==> src/design/rmtf_pkg.sv <==
// Shared types and constants for the recent-address move-to-front list.
// Used by rmtf_cell and recent_address_mtf_list; depends on nothing else.
`default_nettype none

package rmtf_pkg;

  localparam int DEF_CAPACITY = 64;

  localparam int OP_W   = 2;
  localparam int IP_W   = 32;
  localparam int PORT_W = 16;
  localparam int RIDX_W = 6;

  // Position and count fields in the cell command are sized for the largest capacity.
  localparam int POS_W      = 8;
  localparam int CNT_FULL_W = 9;

  localparam logic [OP_W-1:0] OP_TOUCH  = 2'd0;
  localparam logic [OP_W-1:0] OP_REMOVE = 2'd1;
  localparam logic [OP_W-1:0] OP_READ   = 2'd2;

  typedef struct packed {
    logic                  shift_down;  // touch: cells up to pos take the entry above them
    logic                  shift_up;    // remove: cells from pos take the entry below them
    logic [POS_W-1:0]      pos;
    logic [CNT_FULL_W-1:0] count;
  } cell_cmd_t;

endpackage

`default_nettype wire

==> src/design/rmtf_cell.sv <==
// One slot of the move-to-front chain: holds an address and port pair, compares it
// with the search key and trades entries with its neighbors. Depends on rmtf_pkg.
`default_nettype none

module rmtf_cell #(
  parameter int IDX = 0
) (
  input  wire                         clk,
  input  rmtf_pkg::cell_cmd_t         cmd,
  input  wire  [rmtf_pkg::IP_W-1:0]   key_ip,
  input  wire  [rmtf_pkg::PORT_W-1:0] key_port,
  input  wire  [rmtf_pkg::RIDX_W-1:0] read_index,
  input  wire  [rmtf_pkg::IP_W-1:0]   prev_ip,
  input  wire  [rmtf_pkg::PORT_W-1:0] prev_port,
  input  wire  [rmtf_pkg::IP_W-1:0]   next_ip,
  input  wire  [rmtf_pkg::PORT_W-1:0] next_port,
  output logic [rmtf_pkg::IP_W-1:0]   ip,
  output logic [rmtf_pkg::PORT_W-1:0] port,
  output logic                        hit,
  output logic [rmtf_pkg::IP_W-1:0]   rd_ip,
  output logic [rmtf_pkg::PORT_W-1:0] rd_port
);
  import rmtf_pkg::*;

  localparam logic [POS_W-1:0] IDX_P = POS_W'(IDX);

  logic [IP_W-1:0]   ip_r;
  logic [IP_W-1:0]   ip_nxt;
  logic [PORT_W-1:0] port_r;
  logic [PORT_W-1:0] port_nxt;
  logic              filled;
  logic              read_sel;

  assign filled   = {1'b0, IDX_P} < cmd.count;
  assign hit      = filled && (ip_r == key_ip) && (port_r == key_port);
  assign read_sel = IDX_P == POS_W'(read_index);
  assign rd_ip    = read_sel ? ip_r : '0;
  assign rd_port  = read_sel ? port_r : '0;
  assign ip       = ip_r;
  assign port     = port_r;

  always_comb begin
    ip_nxt   = ip_r;
    port_nxt = port_r;
    if (cmd.shift_down && (IDX_P <= cmd.pos)) begin
      ip_nxt   = prev_ip;
      port_nxt = prev_port;
    end else if (cmd.shift_up && (IDX_P >= cmd.pos)) begin
      ip_nxt   = next_ip;
      port_nxt = next_port;
    end
  end

  always_ff @(posedge clk) begin
    ip_r   <= ip_nxt;
    port_r <= port_nxt;
  end

endmodule

`default_nettype wire

==> config.mk <==
export PLATFORM = sky130hd
export DESIGN_NAME = rmtf_cell
export DESIGN_NICKNAME = d
export VERILOG_FILES = /design/src/design/rmtf_pkg.sv /design/src/design/rmtf_cell.sv
export SDC_FILE = /design/constraint.sdc
export NUM_CORES = 1
export LEC_CHECK = 0
export ABC_AREA = 1
export BUFFER_PORTS_ARGS = -buffer_cell sky130_fd_sc_hd__buf_2
export CAP_MARGIN = 20
export CORE_AREA = 5 5 101 103
export DETAILED_ROUTE_END_ITERATION = 10
export DIE_AREA = 0 0 106 108
export HOLD_SLACK_MARGIN = 0.1
export PLACE_DENSITY_LB_ADDON = 0.3
export SETUP_SLACK_MARGIN = 0.15
export SLEW_MARGIN = 30
export SYNTH_ARGS = -nofsm -noshare
export SYNTH_HDL_FRONTEND = slang
export SYNTH_SLANG_ARGS = --single-unit
export TNS_END_PERCENT = 20
==> constraint.sdc <==
create_clock -name clk -period 2.7 [get_ports clk]
set_input_delay 0.27 -clock clk [delete_from_list [all_inputs] [get_ports clk]]
set_output_delay 0.27 -clock clk [all_outputs]
set_load 0.03 [all_outputs]
==> results of run 1 <==
-- how the worst max path moves through the flow --
stage                        from          to  slack, ps  depth (start not counted)
finish                     ip[24]         hit        700                          7
floorplan                 cmd[16]       ip[0]        630                          3
CTS                        ip[23]         hit        640                          8
global route               ip[25]         hit        460                         10
detailed placement  read_index[3]  rd_port[0]        840                          6
global placement    read_index[3]  rd_port[0]        810                          6
-- worst max-delay path, stage by stage (launching register included) --
cell	delay [ps]
sky130_fd_sc_hd__edfxtp_1	430
sky130_fd_sc_hd__xor2_1	190
sky130_fd_sc_hd__nor2_1	220
sky130_fd_sc_hd__nand2_1	90
sky130_fd_sc_hd__nor2_1	110
sky130_fd_sc_hd__nand3_1	70
sky130_fd_sc_hd__nor2_1	110
sky130_fd_sc_hd__buf_2	220
-- stage by stage --
| step | hold slack (ps) | instance area [um^2] | worst slack [ps] | power [W] |
|---|---|---|---|---|
| after floorplan | 449 | 3350 | 626 | 0.00134 |
| after global placement | 535 | 4780 | 811 | 0.00159 |
| after detailed placement | 538 | 4780 | 840 | 0.00161 |
| after CTS | 225 | 4860 | 641 | 0.00202 |
| after global routing | 230 | 4860 | 458 | 0.00211 |
| final | 237 | 4860 | 697 | 0.00198 |
-- cells by family (layout without fill, tap and decap cells) --
logic type / Yosys count / count (layout) / share of synthesized area (%)
xor gates and xnor gates: 14 / 14 / 3.66
buffers and inverters: 98 / 362 / 11.7
DFF: 48 / 48 / 43.0
and+or+nand+nor: 354 / 354 / 41.6
-- layer usage --
metal,track usage (%),vias up
li1,-,2032
met4,4.53,0
met1,21.9,1693
met5,0,-
met2,35.4,189
met3,5.49,8
-- final cells by class --
class | instances | share of cell area [%]
tap | 111 | 2.86
sequential | 48 | 29.7
clock inverter | 1 | 0.0772
clock buffer | 7 | 1.57
inverter | 83 | 6.41
timing repair buffer | 271 | 28.2
multi-input combinational | 368 | 31.3
-- power by group --
group | leakage, nW | switching, W | total, W | internal (W)
clock network | 0.0399 | 0.000221 | 0.000401 | 0.000181
registers | 0.468 | 0.0000531 | 0.000958 | 0.000905
logic | 2.54 | 0.000396 | 0.000625 | 0.000228
total | 3.05 | 0.000670 | 0.00198 | 0.00131
-- registers in the layout, indices dropped and copies added, names as in the netlist --
signal  count
ip         32
port       16
-- cells in the final DEF (no fill, tap or decap) --
cell type                  netlist  final
sky130_fd_sc_hd__nand2_2         0      2
sky130_fd_sc_hd__clkinv_1        0      2
sky130_fd_sc_hd__inv_1          83     82
sky130_fd_sc_hd__buf_2           5    266
sky130_fd_sc_hd__nand2_1       270    268
sky130_fd_sc_hd__nand3_1         2      2
sky130_fd_sc_hd__nor2_1         58     58
sky130_fd_sc_hd__xor2_1          5      5
sky130_fd_sc_hd__edfxtp_1       48     48
sky130_fd_sc_hd__nand4_1         1      1
sky130_fd_sc_hd__buf_4           1      5
sky130_fd_sc_hd__clkbuf_8        0      5
sky130_fd_sc_hd__nor4_1          3      3
sky130_fd_sc_hd__xnor2_1         9      9
sky130_fd_sc_hd__clkbuf_1        7      2
sky130_fd_sc_hd__nor2_2         20     20
==> impl_metrics.prom, run 1 <==
# TYPE chip_impl_metric gauge
chip_impl_metric{name="track_usage",unit="%"} 19.2
chip_impl_info{name="yosys-top-cells-area",value="sky130_fd_sc_hd__edfxtp_1 (43%), sky130_fd_sc_hd__nand2_1 (30%), sky130_fd_sc_hd__inv_1 (9.3%)"} 1
chip_impl_metric{name="post-route-min-period",unit="ps"} 2000
chip_impl_metric{name="postSynthAreaPerCell",unit="um^2"} 6.51
chip_impl_info{name="yosys_most_used_dff",value="sky130_fd_sc_hd__edfxtp_1"} 1
chip_impl_metric{name="drt_first_iter_violations",unit=""} 179
chip_impl_info{name="tritoncts",value="done"} 1
chip_impl_info{name="outcome",value="completed"} 1
chip_impl_metric{name="synth-warning-count",unit=""} 0
chip_impl_metric{name="grt_max_degree",unit=""} 49
chip_impl_metric{name="synth.cell_area",unit="um^2"} 3350
chip_impl_metric{name="netlist_instances",unit=""} 514
chip_impl_metric{name="final_nets",unit=""} 947
chip_impl_metric{name="timing.setup.tns",unit="ps"} 0
chip_impl_metric{name="drv.max_cap_violation_count",unit=""} 0
chip_impl_info{name="root_buffer",value="sky130_fd_sc_hd__clkbuf_8"} 1
chip_impl_metric{name="coreArea",unit="um^2"} 9110
chip_impl_metric{name="area_growth",unit="%"} 45.1
chip_impl_metric{name="maxClockFrequency",unit="GHz"} 0.499
chip_impl_metric{name="fin_crit_sh",unit="%"} 74.2
chip_impl_info{name="criticalPathCategory",value="reg -> out"} 1
chip_impl_metric{name="synth.ff_latch_count",unit=""} 48
chip_impl_info{name="worst_min_path_class",value="in -> reg"} 1
chip_impl_info{name="timing.critical_path.from_type",value="register"} 1
chip_impl_metric{name="i_o_pin_cnt",unit=""} 267
chip_impl_info{name="grt_setup_unrepaired",value="no"} 1
chip_impl_metric{name="dieArea",unit="um^2"} 11400
chip_impl_metric{name="drc",unit=""} 0
chip_impl_metric{name="grt.overflow.total",unit=""} 0
chip_impl_metric{name="final.fill_count",unit=""} 917
chip_impl_metric{name="clk_transition_reported_paths",unit="ps"} 90
chip_impl_metric{name="register_area",unit="um^2"} 1440
chip_impl_metric{name="final_antenna_net_count",unit=""} 0
chip_impl_metric{name="synth-edff-count",unit=""} 48
chip_impl_metric{name="io_buffer_count",unit=""} 266
chip_impl_metric{name="finish.utilization",unit="%"} 53.4
chip_impl_info{name="worst_hold_startpoint",value="next_ip[27]"} 1
chip_impl_metric{name="detailed_routed_wire_length_on_met2",unit="mm"} 5.81
chip_impl_metric{name="cp_data_arrival_time",unit="ps"} 1730
chip_impl_metric{name="first_pass_grt_wire_length",unit="mm"} 17.5
chip_impl_info{name="post-synth-top-count-cell",value="sky130_fd_sc_hd__nand2_1"} 1
chip_impl_metric{name="synth_top_cell_area_share",unit="%"} 43.0
chip_impl_metric{name="timing.critical_path.required",unit="ps"} 2430
chip_impl_metric{name="route.met3.wl",unit="mm"} 1.07
chip_impl_metric{name="crit_fanout",unit=""} 3
chip_impl_metric{name="wl_per_cell",unit="um"} 12.9
chip_impl_metric{name="dp.cells",unit=""} 881
chip_impl_info{name="crit_path_end_kind",value="output pin"} 1
chip_impl_metric{name="postCtsSetupRepairBufs",unit=""} 0
chip_impl_metric{name="sum_of_net_half_perimeters_after_detailed_placement",unit="mm"} 9.63
chip_impl_metric{name="fp.dieH",unit="um"} 108
chip_impl_info{name="post_synth_most_frequent_cells",value="sky130_fd_sc_hd__nand2_1 (270), sky130_fd_sc_hd__inv_1 (83), sky130_fd_sc_hd__nor2_1 (58)"} 1
chip_impl_metric{name="number_of_setup_violations_in_the_final_report",unit=""} 0
chip_impl_metric{name="layout-drive-gt1-share",unit="%"} 38.3
chip_impl_metric{name="cts_made_buffers",unit=""} 5
chip_impl_metric{name="grt_antenna_before_repair",unit=""} 0
chip_impl_metric{name="worst_slew_pin_slew",unit="ps"} 644
chip_impl_metric{name="via_count_of_the_first_global_routing_pass",unit=""} 3847
chip_impl_metric{name="clock_tree.buffer_depth",unit=""} 2
chip_impl_info{name="synth_top_area_cell",value="sky130_fd_sc_hd__edfxtp_1"} 1
chip_impl_metric{name="routabilityCongestion",unit=""} 0.839
chip_impl_metric{name="postSynth.asyncResetShare",unit="%"} 0
chip_impl_metric{name="die_width",unit="um"} 106
chip_impl_metric{name="synthesis.nets",unit=""} 684
chip_impl_metric{name="routed-via-count",unit=""} 3922
chip_impl_metric{name="initial_utilization",unit="%"} 36.8
chip_impl_info{name="hold_end",value="ip[27]"} 1
chip_impl_metric{name="power-per-cell-area",unit="nW/um^2"} 408
chip_impl_metric{name="total_leakage_power",unit="nW"} 3.05
chip_impl_metric{name="multi_input_area",unit="um^2"} 1520
chip_impl_metric{name="cts_hold_buffers",unit=""} 0
chip_impl_metric{name="cts_max_level",unit=""} 2
chip_impl_metric{name="rows",unit=""} 35
chip_impl_info{name="top_signal_layer_used",value="met4"} 1
chip_impl_metric{name="route.final.wire_length",unit="mm"} 11.5
chip_impl_metric{name="worst_vdd_rail_ir_drop",unit="uV"} 186
chip_impl_metric{name="clkSinkCount",unit=""} 48
chip_impl_metric{name="number_of_optimization_iterations_in_the_first_detailed_route_pass",unit=""} 4
chip_impl_metric{name="post_cts_resized",unit=""} 0
chip_impl_metric{name="portion_of_the_post_synthesis_area_used_by_sequential_elements",unit="%"} 43.0
chip_impl_metric{name="maxSlewHeadroom",unit="%"} 57.0
chip_impl_metric{name="wl_met1",unit="mm"} 4.48
chip_impl_metric{name="hold_depth",unit=""} 3
chip_impl_metric{name="hold_viol_final",unit=""} 0
chip_impl_metric{name="final_cell_count_no_fill",unit=""} 889
chip_impl_metric{name="per_cell_via_count_in_the_routed_design",unit=""} 4.41
chip_impl_metric{name="pins_over_their_slew_limit",unit=""} 0
chip_impl_metric{name="synth_cell_types",unit=""} 14
chip_impl_metric{name="insertedDiodeCount",unit=""} 0
No activity file was read; power rests on OpenSTA's default activity.
==> inputs of run 2 (changes only) <==
- CORE_AREA: 5 5 101 103 -> 5 5 95 114
- DIE_AREA: 0 0 106 108 -> 0 0 100 119
- clock period: 2.7 -> 1.73 ns (I/O delays scaled with it)
==> impl_metrics.prom, run 2 (synthesis results as in run 1) <==
# TYPE chip_impl_metric gauge
chip_impl_metric{name="insertedDiodeCount",unit=""} 0
chip_impl_metric{name="track_usage",unit="%"} 19.6
chip_impl_metric{name="initial_utilization",unit="%"} 35.2
chip_impl_info{name="root_buffer",value="sky130_fd_sc_hd__clkbuf_16"} 1
chip_impl_metric{name="i_o_pin_cnt",unit=""} 267
chip_impl_metric{name="route.final.wire_length",unit="mm"} 12.3
chip_impl_metric{name="register_area",unit="um^2"} 1440
chip_impl_info{name="crit_path_top_delay_cell",value="sky130_fd_sc_hd__edfxtp_1"} 1
chip_impl_info{name="crit_path_end_kind",value="output pin"} 1
chip_impl_metric{name="die_width",unit="um"} 100
chip_impl_metric{name="grt.overflow.total",unit=""} 0
chip_impl_metric{name="worst_vdd_rail_ir_drop",unit="uV"} 369
chip_impl_metric{name="number_of_optimization_iterations_in_the_first_detailed_route_pass",unit=""} 5
chip_impl_metric{name="final.fill_count",unit=""} 948
chip_impl_info{name="worst_hold_startpoint",value="next_ip[9]"} 1
chip_impl_info{name="path_common_cell",value="sky130_fd_sc_hd__nand2_1"} 1
chip_impl_metric{name="routabilityCongestion",unit=""} 0.874
chip_impl_metric{name="grt_max_degree",unit=""} 49
chip_impl_metric{name="coreArea",unit="um^2"} 9520
chip_impl_metric{name="layout-drive-gt1-share",unit="%"} 41.6
chip_impl_metric{name="pins_over_their_slew_limit",unit=""} 0
chip_impl_metric{name="per_cell_via_count_in_the_routed_design",unit=""} 4.36
chip_impl_metric{name="rows",unit=""} 39
chip_impl_metric{name="grt_antenna_before_repair",unit=""} 0
chip_impl_metric{name="first_pass_grt_wire_length",unit="mm"} 18.6
chip_impl_metric{name="sum_of_net_half_perimeters_after_detailed_placement",unit="mm"} 10.2
chip_impl_metric{name="total_leakage_power",unit="nW"} 3.17
chip_impl_metric{name="drc",unit=""} 0
chip_impl_metric{name="worst_slew_pin_slew",unit="ps"} 508
chip_impl_info{name="violations",value="negative setup slack"} 1
chip_impl_metric{name="final_nets",unit=""} 963
chip_impl_metric{name="cp_data_arrival_time",unit="ps"} 1600
chip_impl_info{name="criticalPathCategory",value="reg -> out"} 1
chip_impl_metric{name="clkSinkCount",unit=""} 48
chip_impl_metric{name="timing.critical_path.required",unit="ps"} 1560
chip_impl_info{name="crit_path_cell_trace",value="inv_2 -> nand2_1 -> nand2_1 -> nand2_1 -> nor2_2 -> nand2_1 -> nor2_1 -> nand2_1 -> nor2_2 -> buf_6"} 1
chip_impl_metric{name="crit_fanout",unit=""} 3
chip_impl_info{name="grt_setup_unrepaired",value="yes"} 1
chip_impl_metric{name="number_of_setup_violations_in_the_final_report",unit=""} 1
chip_impl_metric{name="multi_input_area",unit="um^2"} 1560
chip_impl_metric{name="drv.max_cap_violation_count",unit=""} 0
chip_impl_info{name="outcome",value="complete, but fails checks"} 1
chip_impl_metric{name="maxClockFrequency",unit="GHz"} 0.563
chip_impl_metric{name="finalHoldWorstSlack",unit="ps"} 160
chip_impl_info{name="tritoncts",value="done"} 1
chip_impl_metric{name="drt_first_iter_violations",unit=""} 140
chip_impl_metric{name="io_buffer_count",unit=""} 266
chip_impl_info{name="worst_min_path_class",value="in -> reg"} 1
chip_impl_metric{name="clk_transition_reported_paths",unit="ps"} 60
chip_impl_metric{name="cts_hold_buffers",unit=""} 0
chip_impl_metric{name="critPathBufInv",unit=""} 2
chip_impl_info{name="hold_end",value="ip[9]"} 1
chip_impl_info{name="final_cell_mix",value="sky130_fd_sc_hd__nand2_1 (266), sky130_fd_sc_hd__buf_2 (264), sky130_fd_sc_hd__inv_1 (77)"} 1
chip_impl_metric{name="p_total",unit="W"} 0.00347
chip_impl_metric{name="timing.critical_path.slowest_cell_delay",unit="ps"} 420
chip_impl_metric{name="fin_ws",unit="ps"} -45.3
chip_impl_metric{name="routed-via-count",unit=""} 3997
chip_impl_metric{name="final_antenna_net_count",unit=""} 0
chip_impl_metric{name="cts_max_level",unit=""} 2
chip_impl_metric{name="fin_crit_sh",unit="%"} 103
chip_impl_metric{name="maxSlewHeadroom",unit="%"} 66.1
chip_impl_metric{name="dieArea",unit="um^2"} 11900
chip_impl_metric{name="power-per-cell-area",unit="nW/um^2"} 676
chip_impl_metric{name="post-route-min-period",unit="ps"} 1780
chip_impl_metric{name="hold_depth",unit=""} 3
chip_impl_metric{name="largest_register_ffs",unit=""} 32
chip_impl_metric{name="wl_per_cell",unit="um"} 13.4
chip_impl_info{name="timing.critical_path.max_delay_family",value="simple AND/OR/NAND/NOR gates"} 1
chip_impl_metric{name="clock_tree.buffer_depth",unit=""} 2
chip_impl_metric{name="area_growth",unit="%"} 53.1
chip_impl_info{name="timing.critical_path.from_type",value="register"} 1
chip_impl_metric{name="via_count_of_the_first_global_routing_pass",unit=""} 3963
chip_impl_info{name="layout_commonest_cell",value="sky130_fd_sc_hd__nand2_1"} 1
chip_impl_metric{name="hold_viol_final",unit=""} 0
chip_impl_metric{name="cts_made_buffers",unit=""} 5
chip_impl_metric{name="post-place-ws",unit="ps"} 151
chip_impl_metric{name="fp.dieH",unit="um"} 119
==> run 2: cell types whose count changed in the layout (fill, tap and decap cells not counted), sizes merged <==
cell / before / now
inv: 82 / 83
clkinv: 2 / 1
clkbuf: 7 / 8
buf: 271 / 286
==> run 2: final cells by class <==
class                   count  area share [%]
clock buffers               7            2.59
clock inverters             1          0.0732
inverters                  83            6.08
multi-input cells         368            30.4
flip-flops and latches     48            28.1
well taps                 123            3.00
repair buffers            287            29.7
==> run 2: per-stage QoR <==
step	cell area [um^2]	instances	utilization, %	setup TNS [ps]
after floorplan	3350	514	-	0
after global placement	4840	896	50.9	0
after detailed placement	4840	896	50.9	0
after CTS	5050	912	53.1	-71.2
after global routing	5120	917	53.9	-177
final	5120	917	53.9	-45.3
==> run 2: report_power, final <==
part / internal [W] / switching [W] / leakage (nW) / total [W]
clock: 0.000532 / 0.000385 / 0.0655 / 0.000917
combinational: 0.000405 / 0.000647 / 2.63 / 0.00105
sequential: 0.00141 / 0.0000829 / 0.468 / 0.00150
total: 0.00235 / 0.00112 / 3.17 / 0.00347
==> run 2: worst max-delay path by stage <==
stage,from,to,slack (ps),cells past startpoint
2_1_floorplan,port[0],hit,90,9
3_3_place_gp,ip[23],hit,140,8
3_5_place_dp,ip[30],hit,150,10
4_1_cts,ip[22],hit,-70,8
5_1_grt,ip[30],hit,-180,10
6_report,ip[17],hit,-50,10
==> run 2: timing repair <==
| item | in CTS | in global routing |
|---|---|---|
| pin swaps | 3 | 10 |
| setup buffers | 8 | 5 |
| resized for setup | 5 | 15 |
| endpoints found under the setup margin | 1 | 2 |
| gates cloned | 0 | 0 |
==> run 2: tightest hold or removal path: stages <==
cell and delay, ps:
sky130_fd_sc_hd__buf_2 70, sky130_fd_sc_hd__nand2_1 40, sky130_fd_sc_hd__nand2_1 50
==> run 2: metal layers <==
layer | share of wire (%) | up-vias | track usage [%]
li1 | - | 2064 | -
met1 | 37 | 1739 | 22.1
met2 | 52 | 170 | 35.7
met3 | 8.9 | 24 | 4.50
met4 | 2.9 | 0 | 6.82
met5 | 0 | - | 0
